## config.mk

```make
export PLATFORM = sky130hd
export DESIGN_NAME = pso_ctrl
export DESIGN_NICKNAME = d
export VERILOG_FILES = /design/src/pso_pkg.sv /design/src/pso_ctrl.sv
export SDC_FILE = /design/constraint.sdc
export NUM_CORES = 1
export LEC_CHECK = 0
export BUFFER_PORTS_ARGS = -buffer_cell sky130_fd_sc_hd__buf_2
export CAP_MARGIN = 20
export CORE_ASPECT_RATIO = 0.5
export CORE_UTILIZATION = 30
export CTS_BUF_LIST = sky130_fd_sc_hd__clkbuf_16
export DETAILED_ROUTE_END_ITERATION = 16
export PLACE_DENSITY = 0.61
export SYNTH_ARGS = -nofsm -noshare
export SYNTH_HDL_FRONTEND = slang
export SYNTH_SLANG_ARGS = --single-unit
export TNS_END_PERCENT = 5
```

## constraint.sdc

```tcl
create_clock -name clk -period 3.5 [get_ports clk]
set_input_delay 0.7 -clock clk [delete_from_list [all_inputs] [get_ports clk]]
set_output_delay 0.7 -clock clk [all_outputs]
set_load 0.03 [all_outputs]
```

## src/pso_pkg.sv

```systemverilog
// ----------------------------------------------------------------------------
// pso_pkg
// Shared constants, types and helpers for the particle swarm update engine.
// ----------------------------------------------------------------------------
`default_nettype none

package pso_pkg;

  // Storage geometry
  localparam int MAX_PARTICLES = 64;
  localparam int MAX_DIMS      = 8;
  localparam int PART_W        = $clog2(MAX_PARTICLES);
  localparam int DIM_W         = $clog2(MAX_DIMS);
  localparam int ADDR_W        = PART_W + DIM_W;
  localparam int MEM_DEPTH     = MAX_PARTICLES * MAX_DIMS;
  localparam int CNT_W         = $clog2(MAX_DIMS + 1);

  // Field widths
  localparam int OP_W       = 2;
  localparam int PARTICLE_W = 6;
  localparam int DIMF_W     = 3;
  localparam int WORD_W     = 32;
  localparam int FRAC_W     = 16;
  localparam int CFG_IDX_W  = 1;
  localparam int CFG_DATA_W = 7;
  localparam int PCOUNT_W   = 7;
  localparam int DCOUNT_W   = 4;

  // Update arithmetic: diff is exact in 33 bits, product by an unsigned Q0.16
  // fraction, the factor two folds into a shift of FRAC_W - 1.
  localparam int DIFF_W     = WORD_W + 1;
  localparam int PROD_W     = DIFF_W + FRAC_W + 1;
  localparam int PULL_SHIFT = FRAC_W - 1;
  localparam int PULL_W     = PROD_W - PULL_SHIFT;
  localparam int SUM_W      = PULL_W + 2;

  // Operation codes
  localparam logic [OP_W-1:0] OP_LOAD    = 2'd0;
  localparam logic [OP_W-1:0] OP_FITNESS = 2'd1;
  localparam logic [OP_W-1:0] OP_MOVE    = 2'd2;

  // Register indexes
  localparam logic [CFG_IDX_W-1:0] CFG_PARTICLES = 1'b0;
  localparam logic [CFG_IDX_W-1:0] CFG_DIMS      = 1'b1;

  localparam logic [PCOUNT_W-1:0] PARTS_RESET = 7'd64;
  localparam logic [DCOUNT_W-1:0] DIMS_RESET  = 4'd2;
  localparam logic [WORD_W-1:0]   FIT_MAX     = 32'h7FFF_FFFF;
  localparam logic [WORD_W-1:0]   WORD_MIN    = 32'h8000_0000;

  typedef enum logic [3:0] {
    S_IDLE,
    S_DISPATCH,
    S_LOAD,
    S_PLAIN,
    S_MV_RD,
    S_MV_MUL,
    S_MV_SUM,
    S_MV_WR,
    S_FIT_RD,
    S_FIT_UPD,
    S_COPY,
    S_OUT_RD,
    S_OUT_RES
  } state_t;

  typedef struct packed {
    logic             latch;
    logic             load_wr;
    logic             mv_rd;
    logic             mv_mul;
    logic             mv_sum;
    logic             mv_wr;
    logic             fit_rd;
    logic             fit_upd;
    logic             copy_rd;
    logic             copy_wr;
    logic [CNT_W-1:0] copy_idx;
    logic [CNT_W-1:0] wr_idx;
    logic             out_rd;
    logic             res_load;
    logic             res_move;
    logic             res_fit;
    logic             res_plain;
  } cmd_t;

  typedef struct packed {
    logic [OP_W-1:0]  op;
    logic             idx_err;
    logic             improve;
    logic [CNT_W-1:0] dims;
  } status_t;

  // Clamp a wide signed sum to a 32-bit word
  function automatic logic [WORD_W-1:0] sat_word(input logic [SUM_W-1:0] v);
    logic [WORD_W-1:0] r;
    if (!v[SUM_W-1] && (|v[SUM_W-2:WORD_W-1])) begin
      r = FIT_MAX;
    end else if (v[SUM_W-1] && !(&v[SUM_W-2:WORD_W-1])) begin
      r = WORD_MIN;
    end else begin
      r = v[WORD_W-1:0];
    end
    return r;
  endfunction

endpackage

`default_nettype wire

```

## src/pso_ctrl.sv

```systemverilog
// ----------------------------------------------------------------------------
// pso_ctrl
// Sequencer for load, move, fitness and rejected operations; drives the datapath.
// ----------------------------------------------------------------------------
`default_nettype none

module pso_ctrl
  import pso_pkg::*;
(
  input  wire logic    clk,
  input  wire logic    rst,
  input  wire logic    start,
  output logic         busy,
  input  wire status_t status,
  output cmd_t         cmd
);

  state_t           state, state_next;
  logic [CNT_W-1:0] cnt, cnt_next;

  always_ff @(posedge clk) begin
    if (rst) begin
      state <= S_IDLE;
      cnt   <= '0;
    end else begin
      state <= state_next;
      cnt   <= cnt_next;
    end
  end

  always_comb begin
    state_next = state;
    cnt_next   = cnt;
    case (state)
      S_IDLE: begin
        if (start) state_next = S_DISPATCH;
      end
      S_DISPATCH: begin
        if (status.idx_err) begin
          state_next = S_PLAIN;
        end else begin
          case (status.op)
            OP_LOAD:    state_next = S_LOAD;
            OP_FITNESS: state_next = S_FIT_RD;
            OP_MOVE:    state_next = S_MV_RD;
            default:    state_next = S_PLAIN;
          endcase
        end
      end
      S_LOAD:    state_next = S_IDLE;
      S_PLAIN:   state_next = S_IDLE;
      S_MV_RD:   state_next = S_MV_MUL;
      S_MV_MUL:  state_next = S_MV_SUM;
      S_MV_SUM:  state_next = S_MV_WR;
      S_MV_WR:   state_next = S_IDLE;
      S_FIT_RD:  state_next = S_FIT_UPD;
      S_FIT_UPD: begin
        cnt_next   = '0;
        state_next = status.improve ? S_COPY : S_OUT_RD;
      end
      S_COPY: begin
        // read word cnt while writing back word cnt-1
        if (cnt == status.dims) begin
          state_next = S_OUT_RD;
        end else begin
          cnt_next = cnt + 1'b1;
        end
      end
      S_OUT_RD:  state_next = S_OUT_RES;
      S_OUT_RES: state_next = S_IDLE;
      default:   state_next = S_IDLE;
    endcase
  end

  always_comb begin
    cmd  = '0;
    busy = 1'b1;
    case (state)
      S_IDLE: begin
        busy      = 1'b0;
        cmd.latch = start;
      end
      S_DISPATCH: ;
      S_LOAD: begin
        cmd.load_wr  = 1'b1;
        cmd.res_load = 1'b1;
      end
      S_PLAIN:   cmd.res_plain = 1'b1;
      S_MV_RD:   cmd.mv_rd     = 1'b1;
      S_MV_MUL:  cmd.mv_mul    = 1'b1;
      S_MV_SUM:  cmd.mv_sum    = 1'b1;
      S_MV_WR: begin
        cmd.mv_wr    = 1'b1;
        cmd.res_move = 1'b1;
      end
      S_FIT_RD:  cmd.fit_rd  = 1'b1;
      S_FIT_UPD: cmd.fit_upd = 1'b1;
      S_COPY: begin
        cmd.copy_rd  = (cnt < status.dims);
        cmd.copy_idx = cnt;
        cmd.copy_wr  = (cnt != '0);
        cmd.wr_idx   = cnt - 1'b1;
      end
      S_OUT_RD:  cmd.out_rd  = 1'b1;
      S_OUT_RES: cmd.res_fit = 1'b1;
      default: ;
    endcase
  end

endmodule

`default_nettype wire

```

==> qor.txt <==
==================================================================================
Worst path buffer plus inverter count                                            3
Clock-pin slew on the worst setup and hold paths                             40 ps
Chip Width                                                                76.20 um
Clock tree from TritonCTS                                                      yes
Fraction of layout instances using a drive strength above 1                 32.14%
Number of antenna violations at the first check in global routing                0
Setup TNS                                                                     0 ps
Tmin final                                                                 2577 ps
Mapped Area                                                              825.8 um2
Highest net fanout along the worst path                                          2
Final Hold Violating Endpoints                                                   0
Path class of the lowest-slack min-delay path                           reg -> reg
Via count of the first global-routing pass                                     650
Total Routed Length                                                        1747 um
Highest achievable clock rate                                           0.3881 GHz
Number of detailed-route iterations in the first pass                            4
Overall Global Routing Usage                                                11.97%
Worst-margin pin slew                                                     522.8 ps
Antenna cells                                                                    0
Pin count of the biggest net entering global routing                            16
Sequential area share after synthesis                                       19.39%
Die Area                                                              0.002979 mm2
Worst path setup slack after routing                                      923.5 ps
Most common cell on crit path                                                buf_2
Area added between synthesis and finish                                     28.18%
Master of the slowest instance on the critical path                           ha_1
Post-CTS Resized                                                                 0
Worst skew pair latency                                                     230 ps
Maximum level of the CTS H-tree                                                  1
Ratio of routed vias to standard cells                                       4.706
Worst path cell trace                                                 buf_2, inv_1, ha_1, nor2b_1, o21ai_0, nand2b_1, a211oi_2, buf_2
Setup repair after global routing missed its margin                             no
Reported leakage power                                                0.0005506 uW
Placer congestion estimate                                                  0.7740
Overflow after GRT                                                               0
Worst slew margin                                                           65.10%
Root buffer cell                                                         clkbuf_16
Average routed wire per standard cell                                     9.870 um
IR drop worst, VDD                                                       0.1740 mV
Outcome                                                                  completed
Hold buffer count at CTS                                                         0
Met3 Use GR                                                                 3.294%
Met2 usage in global routing                                                20.91%
Cts bufs inserted                                                                3
Post-synthesis sequential element count                                          8
Buffers inserted during post-CTS setup optimization                              0
Maximum clock skew at final layout                                       0.9285 ps
# port buffers                                                                  34
Worst path max stage delay                                                  290 ps
Vias after detailed routing                                                    833
Top Ports                                                                       35
Arrival time worst endpoint                                                1880 ps
Category of the most critical setup path                                 in -> out
Number of clock sinks seen by CTS                                                8
Number of failing setup endpoints in the final timing report                     0
Initial core utilization                                                    31.73%
Maxcap violations                                                                0
Fin crit share                                                              73.62%
Required time at the worst-slack endpoint                                  2800 ps
Warnings from Yosys                                                              0
Number of library cell types mapped by synthesis                                35
Wire length of the first global-routing pass                               2835 um
Met1 usage in global routing                                                15.87%
Overall power                                                             363.4 uW
Area of the core                                                      0.002603 mm2
Starting DRT DRC Count                                                          37
Critical Path Start Type                                              primary input
Critical path capture point type                                       output port
Post-Place Worst Slack                                                    907.0 ps
Remaining number of nets flagged by the antenna check after routing              0
Avg Cell Area, Syn                                                       7.440 um2
Chip Height                                                               39.10 um
Max Transition Viols Final                                                       0
Global-route layer with the greatest usage                                    met2
Kind of cell adding the most delay to the critical path               compound AO/OA/AOI/OAI gates
Final routed DRC violation total                                                 0
Pwr dens                                                              343.3 mW/mm2
Core Rows                                                                       13
Net count after synthesis                                                      131
Number of standard cells after synthesis                                       111
Net total in the final layout                                                  162
Hpwl dp                                                                    1387 um
Number of buffers between clock root and the deepest sink                        2
==================================================================================
[power by group]
group / internal (uW) / switching [uW] / total (uW)
registers: 95.0 / 10.9 / 106
clock network: 147 / 42.0 / 189
logic: 27.5 / 40.8 / 68.3
total: 270 / 93.7 / 363
[path summary, 6_finish.rpt]
path / from / end / slack (ps) / cells after the start
max reg2reg: cnt[0] / state[0] / 1830 / 6
min: cnt[1] / cnt[1] / 560 / 2
min reg2reg: cnt[1] / cnt[1] / 560 / 2
max: status[1] / cmd[14] / 920 / 8
[Yosys cell counts, drive strengths merged]
cell type	instances	area share, %
nor2	17	7.7
inv	11	5.0
ha	9	14
buf	8	7.1
dfxtp	8	19
nand3	8	4.8
nand2	6	3.0
nor3	6	3.6
a21oi	5	3.0
nand2b	5	3.8
o21ai	4	2.9
and3	3	2.3
a211oi	2	3.0
and2	2	1.5
nor2b	2	1.8
xnor2	2	2.1
xor2	2	2.1
a2111oi	1	3.3
a21o	1	0.91
a22oi	1	0.91
a31oi	1	0.76
and2b	1	0.91
and4bb	1	2.0
nand4	1	0.76
nor4	1	0.76
o21bai	1	0.91
o22a	1	1.1
or2	1	0.76
[cells by family (layout without fill, tap and decap cells)]
kind of cell	count (synthesis)	after routing	synth area share, %
and+or+nand+nor	54	54	33.79
buffers and inverters	19	48	12.12
AOI/OAI and AO/OA	17	17	16.82
adders and majority gates	9	9	13.64
DFF	8	8	19.39
xor gates and xnor gates	4	4	4.243
[tightest hold or removal path, delay by kind of cell, from the launching register on]
| kind | cells | cell delay [ps] |
|---|---|---|
| DFF | 1 | 360 |
| AOI/OAI and AO/OA | 1 | 60 |
| and+or+nand+nor | 1 | 90 |
[flip-flops by register name (all words and copies together), names as in the netlist]
name	count
state	4
cnt	4
[metal layers]
layer / routed length, um / vias to the layer above
met5: 0 / -
met4: 0 / 0
met3: 73 / 0
met2: 795 / 17
met1: 878 / 382
li1: - / 434
[cells in the final DEF (no fill, tap or decap), types with 2 or more instances in the layout]
master / n
dfxtp_1: 8
xor2_1: 2
and3_1: 3
inv_1: 10
and2_1: 2
nand2b_1: 5
a21oi_1: 5
o21ai_1: 2
nand3_1: 8
nor2_1: 17
a211oi_2: 2
nand2_1: 5
ha_1: 9
buf_2: 34
clkbuf_16: 3
xnor2_1: 2
nor3_1: 6
[metrics by stage]
| stage | hold WS (ps) | util, % | cell area [um2] | cells |
|---|---|---|---|---|
| final | 555.7 | 40.67 | 1059 | 177 |
| after CTS | 550.7 | 40.67 | 1059 | 177 |
| after global placement | 526.0 | 37.79 | 983.4 | 174 |
| after detailed placement | 545.1 | 37.79 | 983.4 | 174 |
| after global routing | 568.8 | 40.67 | 1059 | 177 |
| after floorplan | 487.8 | - | 825.8 | 111 |
[cell type report]
type	count	area, um2
tap	37	46.29
sequential	8	160.2
inverter	11	41.29
timing repair buffer	34	170.2
fill	281	1544
clock buffer	3	75.07
multi-input combinational	84	565.5
Note: power is estimated with default switching activity, not from simulation.
